`src/rtl/kei_mul.sv`:
```
// ----------------------------------------------------------------------------
// kei_mul
// Shared signed multiplier with registered product.
// ----------------------------------------------------------------------------
module kei_mul (
    input  logic               i_clk,
    input  logic signed [33:0] i_a,
    input  logic signed [17:0] i_b,
    output logic signed [51:0] o_prod
);
    logic signed [51:0] r_prod;

    always_ff @(posedge i_clk) begin
        r_prod <= i_a * i_b;
    end

    assign o_prod = r_prod;
endmodule

```
`config.mk`:
```
export PLATFORM = sky130hd
export DESIGN_NAME = kei_mul
export DESIGN_NICKNAME = d
export VERILOG_FILES = /design/src/rtl/kei_mul.sv
export SDC_FILE = /design/constraint.sdc
export NUM_CORES = 2
export LEC_CHECK = 0
export ABC_CLOCK_PERIOD_IN_PS = 12900
export BUFFER_PORTS_ARGS = -buffer_cell sky130_fd_sc_hd__clkbuf_2
export CAP_MARGIN = 10
export CORE_UTILIZATION = 30
export DETAILED_ROUTE_END_ITERATION = 12
export MAX_ROUTING_LAYER = met4
export PLACE_DENSITY = 0.5
export SLEW_MARGIN = 20
export SYNTH_ARGS = -nofsm -noshare
export SYNTH_HDL_FRONTEND = slang
export SYNTH_SLANG_ARGS = --single-unit
```
`constraint.sdc`:
```
create_clock -name i_clk -period 12.9 [get_ports i_clk]
set_clock_uncertainty 0.2 [all_clocks]
set_input_delay 1.935 -clock i_clk [delete_from_list [all_inputs] [get_ports i_clk]]
set_output_delay 1.935 -clock i_clk [all_outputs]
set_load 0.005 [all_outputs]
```
==> results.md <==
- Top-area cell type share of the netlist area: 53.0%
- Clock Path Buffers: 2
- Most common cell in the synthesized netlist: inv_1
- I/O Pins: about 110
- EDFF count, synth: 0
- Simple-Gate Fraction of Synth Area: between 10% and 20%
- DRC Markers: 0
- Max Cap Viol: 0
- Number of flip-flops in the largest register: 52
- RSZ-0062 raised after global routing: no
- Setup TNS: 0 ns
- GRT Resource Usage Total: 18.4%
- DR WL met3: ~2600 um
- Critical path type: primary input to register
- Top FF cell, synth: dfxtp_1
- Crit path buf inv count: 6
- Synth unique cells: 55
- Mux contribution to synthesized area: 0%
- Router iterations before antenna repair: 5
- Cell family with most CP delay: adder cells
- Antenna viol nets, final: 0
- Cell Chain, Critical Path: clkbuf_2, and2_1, fa_1, inv_1, fa_1, inv_1, fa_1, fa_1, fa_1, inv_1, fa_1, inv_1, ha_1, and2_4, nand4_1, a21oi_2, o2111ai_2, nand2_1, a31oi_1, buf_4, o31ai_1, a21boi_0, xnor2_1
- Worst path max stage delay: roughly 1.0 ns
- Synth async-reset ratio: 0%
- # setup viols final: 0
- Hold path cells: 2
- Worst Path Max Fanout: 34
- NumNets Final: approximately 3200
- Final wirelength: 62300 um
- Syn Area/Cell: ~9.1 sq um
- Core Region: around 73000 sq um
- Number of vias per cell: 4.59
- Complex-gate fraction of the synthesized area: 4.64%
- CP dominant cell by count: fa_1
- Total CTS buffers: 5
- CTS Hold Bufs: 0
- Initial antenna violation count: 0
- Startpoint Class: primary input
- Area Overhead vs Synth: 6.90%
- XOR/XNOR share of the synthesized area: 2.18%
- CTS root buf: clkbuf_16
- Vias in the first global route: around 18000
- Post-Route M1 WL: approximately 27000 um
- Sequential cell area: 1040 sq um
- Yosys reg bits: 52
- Tcrit/Tclk final: 70.0%
- Worst path slowest cell: o31ai_1
- Fill cell total of the finished layout: 7624
- Synth top cells by count: inv_1 (661), fa_1 (585), nand2_1 (360)
- Die Area: between 70000 and 80000 sq um
- Largest net degree at the start of global routing: 35
- Gr ovfl total: 0
- Min-delay src: i_a[0]
- Endpoint class of the critical path: register
- Synthesized area: approximately 22000 sq um
- Via Count: 15600
- WP data arrival: 9.04 ns
- Hold endpoint: o_prod[0]
- Starting DRC count in detailed routing: 795
- Routed len/inst: 18.3 um
- Gp weighted congestion: approximately 0.85
- Final HPWL DP: roughly 50000 um
- Worst EP required: 12.91 ns
- Ys Warns: 0
- CTS clk-pin slew, worst paths: roughly 0.090 ns
- Port buffer count: between 100 and 150
- Synth area leader: fa_1
- Die Ht: approximately 270 um
- Met2 wire len: between 30000 and 40000 um
- H-tree levels: 2
- CTS resizes: 0
- # rows: 99
- Share of layout cells above drive strength 1: under 10%
- HP Class: primary input to register
- Setup bufs post-CTS: 0
- Initial Util: 30.3%
- Area occupied by multi-input gates: 18100 sq um
- Syn Nets: 3193
- Status: completed
- Post-Synthesis Cells: 2430
- Headroom to the max-slew limit: 14.4%
- First-pass GRT wire length: between 100000 and 150000 um
- Fin. max-slew vios: 0
- Max frequency: 0.111 GHz
- Pin slew with the least headroom to its limit: ~1.3 ns
- Post-synthesis sequential area ratio: 4.71%
- Top post-synthesis cells by area: fa_1 (53%), inv_1 (11%), ha_1 (7.1%)
- Clock Sinks: 52
- TritonCTS clock tree: done
- Max Used Layer: met4
- Largest family of logic cells by synthesized area: adder cells
- Fin. Hold Viols: 0
- Synth Area in Adders: approximately three fifths
- Die X: 273 um
- Final min period: around 9 ns
## final cells by class
class                      instances  area share, %
multi-input combinational       1606           76.8
inverter                         661           10.5
tap                              959           5.08
sequential                        52           4.41
timing repair buffer             112           2.46
clock buffer                       6          0.546
clock inverter                     2          0.148
antenna                            2         0.0212
## per-stage QoR
stage                     util, %  hold WS (ns)  area [sq um]  cells  worst slack [ns]
after floorplan                 -          1.86         22100   2430              4.98
after global placement       32.1          2.11         23400   3390              3.66
after detailed placement     32.1          2.10         23400   3390              3.66
after CTS                    32.4          2.09         23600   3398              4.00
after global routing         32.4          2.12         23600   3398              3.66
final                        32.4          2.09         23600   3400              3.87
## how the worst max path moves through the flow
stage               startpoint    endpoint  slack, ns  cells after the start
finish                  i_b[6]  o_prod[34]       3.87                     23
global route            i_b[6]  o_prod[34]       3.66                     23
CTS                     i_b[6]  o_prod[34]       4.00                     23
detailed placement      i_b[6]  o_prod[34]       3.66                     23
global placement        i_b[3]  o_prod[34]       3.66                     23
floorplan              i_a[24]  o_prod[50]       4.98                     23
## metal layers
layer	vias up	global-route usage [%]
met5	-	-
met4	0	4.13
met3	81	2.13
met2	358	31.1
met1	8250	23.5
li1	6916	-
## cell usage in the layout, fill, tap and decap left out, drive strengths merged, types with 15 or more instances in the layout
cell type	n
inv	661
fa	585
nand2	361
and2	241
ha	125
clkbuf	110
dfxtp	52
a21oi	42
nor2	40
xnor2	40
a21o	34
o21ai	24
xor2	15
## cells by family (layout without fill, tap and decap cells)
kind of cell,after synthesis,in the layout
buf+inv,772,781
fa+ha+maj,710,710
simple gates,696,696
compound gates,145,145
xor+xnor,55,55
flops,52,52
other cells,0,2
Power is left out: the tool's default activity adds up to more than one toggle a clock period on the data nets, which glitch-free logic cannot reach.
