## src/rtl/kei_pkg.sv

```systemverilog
// ----------------------------------------------------------------------------
// kei_pkg
// Shared types, codes and constants of the keyframe easing interpolator.
// ----------------------------------------------------------------------------
package kei_pkg;

    localparam int MaxKeys   = 8;
    localparam int MaxAttrs  = 8;
    localparam int FracBits  = 16;
    localparam int KeyW      = $clog2(MaxKeys);
    localparam int AttrW     = $clog2(MaxAttrs);
    localparam int TrackAw   = KeyW + AttrW;
    localparam int TrackDepth = MaxKeys * MaxAttrs;

    localparam logic [FracBits:0] One  = (FracBits + 1)'(1) << FracBits;
    localparam logic [FracBits:0] Half = (FracBits + 1)'(1) << (FracBits - 1);

    typedef enum logic [1:0] {
        OP_EVAL  = 2'd0,
        OP_KEY   = 2'd1,
        OP_TRACK = 2'd2,
        OP_NONE  = 2'd3
    } t_op;

    localparam logic [2:0] EASE_CONST  = 3'd0;
    localparam logic [2:0] EASE_LINEAR = 3'd1;
    localparam logic [2:0] EASE_IN     = 3'd2;
    localparam logic [2:0] EASE_OUT    = 3'd3;
    localparam logic [2:0] EASE_INOUT  = 3'd4;

    localparam logic [1:0] REG_DELAY  = 2'd0;
    localparam logic [1:0] REG_KCOUNT = 2'd1;
    localparam logic [1:0] REG_ACOUNT = 2'd2;

    typedef enum logic [3:0] {
        ST_IDLE,
        ST_CLAMP0,
        ST_CLAMP1,
        ST_SRCH,
        ST_FRAC,
        ST_DIV,
        ST_RD,
        ST_MEM,
        ST_SQ,
        ST_CB,
        ST_WD,
        ST_SUM,
        ST_OUT
    } t_state;

    typedef struct packed {
        logic [2:0]         ease;
        logic signed [31:0] start_value;
        logic signed [31:0] end_value;
    } t_track;

endpackage

```

## src/rtl/kei_div.sv

```systemverilog
// ----------------------------------------------------------------------------
// kei_div
// Restoring divider, one quotient bit per cycle, fraction bits of num/den.
// ----------------------------------------------------------------------------
module kei_div (
    input  logic                      i_clk,
    input  logic                      i_rst_n,
    input  logic                      i_start,
    input  logic [32:0]               i_num,
    input  logic [32:0]               i_den,
    output logic                      o_done,
    output logic [kei_pkg::FracBits-1:0] o_quot
);
    localparam int CntW = $clog2(kei_pkg::FracBits + 1);

    logic [33:0]                   r_rem;
    logic [32:0]                   r_den;
    logic [kei_pkg::FracBits-1:0]  r_q;
    logic [CntW-1:0]               r_cnt;
    logic                          r_busy;
    logic                          r_done;
    logic [33:0]                   rem2;
    logic                          take;

    assign rem2 = {r_rem[32:0], 1'b0};
    assign take = rem2 >= {1'b0, r_den};

    always_ff @(posedge i_clk) begin
        if (!i_rst_n) begin
            r_busy <= 1'b0;
            r_done <= 1'b0;
            r_cnt  <= '0;
        end else begin
            r_done <= 1'b0;
            if (i_start) begin
                r_busy <= 1'b1;
                r_cnt  <= '0;
            end else if (r_busy) begin
                r_cnt <= r_cnt + 1'b1;
                if (r_cnt == CntW'(kei_pkg::FracBits - 1)) begin
                    r_busy <= 1'b0;
                    r_done <= 1'b1;
                end
            end
        end
    end

    always_ff @(posedge i_clk) begin
        if (i_start) begin
            r_rem <= {1'b0, i_num};
            r_den <= i_den;
            r_q   <= '0;
        end else if (r_busy) begin
            r_rem <= take ? rem2 - {1'b0, r_den} : rem2;
            r_q   <= {r_q[kei_pkg::FracBits-2:0], take};
        end
    end

    assign o_done = r_done;
    assign o_quot = r_q;
endmodule

```

## config.mk

```make
export PLATFORM = sky130hd
export DESIGN_NAME = kei_div
export DESIGN_NICKNAME = d
export VERILOG_FILES = /design/src/rtl/kei_pkg.sv /design/src/rtl/kei_div.sv
export SDC_FILE = /design/constraint.sdc
export NUM_CORES = 1
export LEC_CHECK = 0
export BUFFER_PORTS_ARGS = -buffer_cell sky130_fd_sc_hd__clkbuf_2
export CAP_MARGIN = 20
export CORE_MARGIN = 2
export CORE_UTILIZATION = 40
export CTS_CLUSTER_SIZE = 10
export DETAILED_ROUTE_END_ITERATION = 8
export RECOVER_POWER = 50
export SLEW_MARGIN = 20
export SYNTH_ARGS = -nofsm -noshare
export SYNTH_HDL_FRONTEND = slang
export SYNTH_SLANG_ARGS = --single-unit
```

## constraint.sdc

```tcl
create_clock -name i_clk -period 8.3 [get_ports i_clk]
set_clock_uncertainty 0.2 [all_clocks]
set_input_delay 0.83 -clock i_clk [delete_from_list [all_inputs] [get_ports i_clk]]
set_output_delay 0.83 -clock i_clk [all_outputs]
set_load 0.005 [all_outputs]
```

==> flow_summary.toml <==
[floorplan]
initial_core_util_pct = 41.1
fp-row-count = 42
die_footprint_mm2 = 0.0147
die-width_um = 121
floorplan.die.height_um = 121
ioPinCount = 86
floorplan.core_area_mm2 = 0.0133

[sta]
final_max_slew_viol_count = 140
max_freq_mhz = 191
period_needed_ns = 5.23
timing_worst_slew_pin_value_ns = 3.66
max-slew-margin-rel_pct = -144
rsz0062_at_grt = "false"
fin_crit_share_pct = 63.1
setup_tns_ns = 0
hold_viol = 0
report.final.setup_viol = 0

[power_and_ir_drop]
ir_worst_vdd_mv = 0.149
power-per-cell-area_mw_per_mm2 = 300
share_seq_of_total_power_pct = 32.4
leakage_uw = 0.00270
net_switching_uw = 736
cell_internal_pwr_uw = 1170
swShare_pct = 38.7
power_frac_comb_pct = 45.1
share_clk_of_total_power_pct = 22.6

[logic_synthesis]
ys_seq_area_share_pct = 44.5
syn-mean-instance-area_um2 = 9.65
synth.ff_latch_count = 89
synthesis.nets = 674
synth_enable_flop_cells = 66
ys_warn_count = 0
async_flop_share_pct = 0
synth_top_flop_cell = "edfxtp_1"
post_synth_instance_area_mm2 = 0.00549
count_of_unique_library_cells_instantiated_by_yosys = 50
netlist_instances = 569

[setup_path]
cp_top_family = "buffers and inverters"
critPathKind = "in -> reg"
critical_path_buf_inv_count = 2
worst_path_largest_cell_delay_ns = 2.60
critical-path-slowest-cell = "clkbuf_1"
cp.arrival_ns = 5.14
worst_path_most_repeated_cell = "clkbuf_1"
critical_path.cell_chain = "clkbuf_1, clkbuf_1, nor2_1, a221o_1"
critical_path.max_fanout = 74
worstSetupEndpointType = "register"
worstPathRequired_ns = 8.21
timing.critical_path.from_type = "input port"

[run]
max_cap_viols = 3

[cells_and_area]
drive_above_1_share_pct = 18.3
fillers = 1318
fin_nets = 744
flow.area_growth_from_synthesis_pct = 15.4
fin_cells = 820
antenna-diode-count = 0

[drt]
total_routed_wirelength_um = 12800
detailed_route_iter0_violations = 302
post-route-drc-count = 0
drt-wirelength-per-cell_um = 15.6
detailroute.via_count = 4321
detailed_router_iteration_count_before_antenna_repair = 4
route.antenna.remaining_nets = 0
drt-vias-per-instance = 5.27

[global_routing]
grt.total_usage_pct = 18.3
grt_overflow_total = 0
grt_pass1_wl_um = 21000
grt_antenna_before_repair = 0
grt_start_max_net_pins = 75
via_count_of_the_first_global_routing_pass = 4345

[clocking]
postCtsSetupRepairBufs = 0
cts-root-buf = "clkbuf_16"
cts.repair.resized = 0
clk_pin_slew_worst_paths_ns = 0.07
holdBufCountCts = 0
cts_inserted_buffers = 9
cts_buffer_depth = 2
ctsHtreeMaxLevel = 3
tritoncts_clock_tree = "done"
cts_sinks = 89
clock_latency_ns = 0.36

[placement]
finalWeightedCongestion = 0.863
dp_cells = 804
detailedPlacementHpwl_um = 9160
numPortBuffers = 85

[status]
failed_checks = "max-capacitance violations, max-slew violations"
outcome = "finished, violations left"

[min_path]
hold_path.class = "reg -> reg"
metrics by stage:
step / hold slack, ns / power (µW) / utilization, % / area (µm²) / worst slack, ns
after floorplan: 0.256 / 1290 / - / 5490 / 5.12
after global placement: 0.266 / 1460 / 45.3 / 6040 / 4.21
after detailed placement: 0.273 / 1470 / 45.3 / 6040 / 4.09
after CTS: 0.282 / 1910 / 47.6 / 6360 / 4.08
after global routing: 0.341 / 2050 / 47.5 / 6340 / 2.51
final: 0.280 / 1900 / 47.5 / 6340 / 3.07
cell families (layout without fill, tap and decap cells):
family                   count (synthesis)  after routing  synth area share (%)
AO/OA/AOI/OAI                          152            152                  17.7
XOR/XNOR                                31             31                  4.94
adder cells (fa/ha/maj)                 36             36                  8.34
buffers and inverters                   72            147                  5.15
flip-flops                              89             89                  44.5
multiplexers                            32             32                  6.20
AND/OR/NAND/NOR                        157            157                  13.2
registers in the layout, indices dropped and copies added, names as in the netlist:
register	flops
r_den	33
r_rem	33
o_quot	16
r_cnt	5
o_done	1
r_busy	1
cell usage in the layout, fill, tap and decap left out, drive strengths merged, types with 9 or more instances in the layout:
cell type	netlist	final
a211oi	10	10
a21o	11	11
a21oi	44	44
and3	12	12
clkbuf	21	97
dfxtp	23	23
edfxtp	66	66
ha	35	35
inv	42	47
mux2	16	16
mux2i	16	16
nand2	48	48
nand3	9	9
nand4	10	10
nor2	50	50
o21ai	45	45
o21bai	9	9
xnor2	14	14
xor2	17	17
power groups by stage:
| stage | registers (µW) | clock network, µW | logic [µW] |
|---|---|---|---|
| 3_5_place_dp | 624 | 0 | 848 |
| 5_1_grt | 626 | 457 | 962 |
| 3_3_place_gp | 622 | 0 | 840 |
| 4_1_cts | 615 | 441 | 853 |
| 2_1_floorplan | 612 | 0 | 676 |
| 6_report | 616 | 429 | 857 |
cell usage after synthesis (2+ instances only):
library cell  count  area (µm²)
a211oi_1         10        75.1
a21boi_0          2        15.0
a21o_1           11        82.6
a21oi_1          42         210
a221o_1           5        50.1
a31o_2            5        43.8
a31oi_1           4        25.0
and2_1            2        12.5
and3_1           12        75.1
buf_2             7        35.0
clkbuf_1         21        78.8
dfxtp_1          23         460
edfxtp_1         66        1980
ha_1             35         438
inv_1            42         158
mux2_2           16         180
mux2i_1          16         160
nand2_1          48         180
nand2b_1          6        37.5
nand3_1           9        45.0
nand3b_1          2        15.0
nand4_1          10        62.6
nor2_1           50         188
nor2b_1           5        31.3
nor3_1            6        30.0
nor4_1            2        12.5
o211ai_1          3        22.5
o21a_1            5        37.5
o21ai_0          36         180
o21ai_1           9        45.0
o21bai_1          9        67.6
o31ai_1           2        15.0
or2_2             2        12.5
xnor2_1          14         123
xor2_1           17         149
worst register-to-register path, delay by kind of cell, from the launching register on:
kind | cells | cell delay, ns
fa+ha+maj | 1 | 0.40
compound gates | 6 | 1.93
flops | 1 | 0.40
buf+inv | 1 | 0.47
simple gates | 2 | 0.77
worst paths after layout:
check	startpoint	end	slack, ns	cells past startpoint
worst max-delay path	i_start	r_rem[31]$_DFFE_PP_	3.07	4
worst min-delay path	r_cnt[4]$_SDFFE_PP0P_	r_cnt[4]$_SDFFE_PP0P_	0.28	2
worst max register to register	r_rem[14]$_DFFE_PP_	r_rem[31]$_DFFE_PP_	3.89	10
worst min register to register	r_cnt[4]$_SDFFE_PP0P_	r_cnt[4]$_SDFFE_PP0P_	0.28	2
layout make-up:
cell class              instances  area (µm²)  share of cell area [%]
well taps                     176         220                    3.48
multi-input cells             408        2770                    43.7
clock inverters                 6        65.1                    1.03
flip-flops and latches         89        2440                    38.5
repair buffers                 89         434                    6.85
clock buffers                  10         250                    3.95
inverters                      42         158                    2.49
layer usage:
| layer | track usage (%) | routed length (µm) |
|---|---|---|
| met1 | 23.9 | 5980 |
| met2 | 29.6 | 6010 |
| met3 | 5.26 | 644 |
| met4 | 5.03 | 138 |
| met5 | 0 | 0 |
No activity file was read; power rests on OpenSTA's default activity.
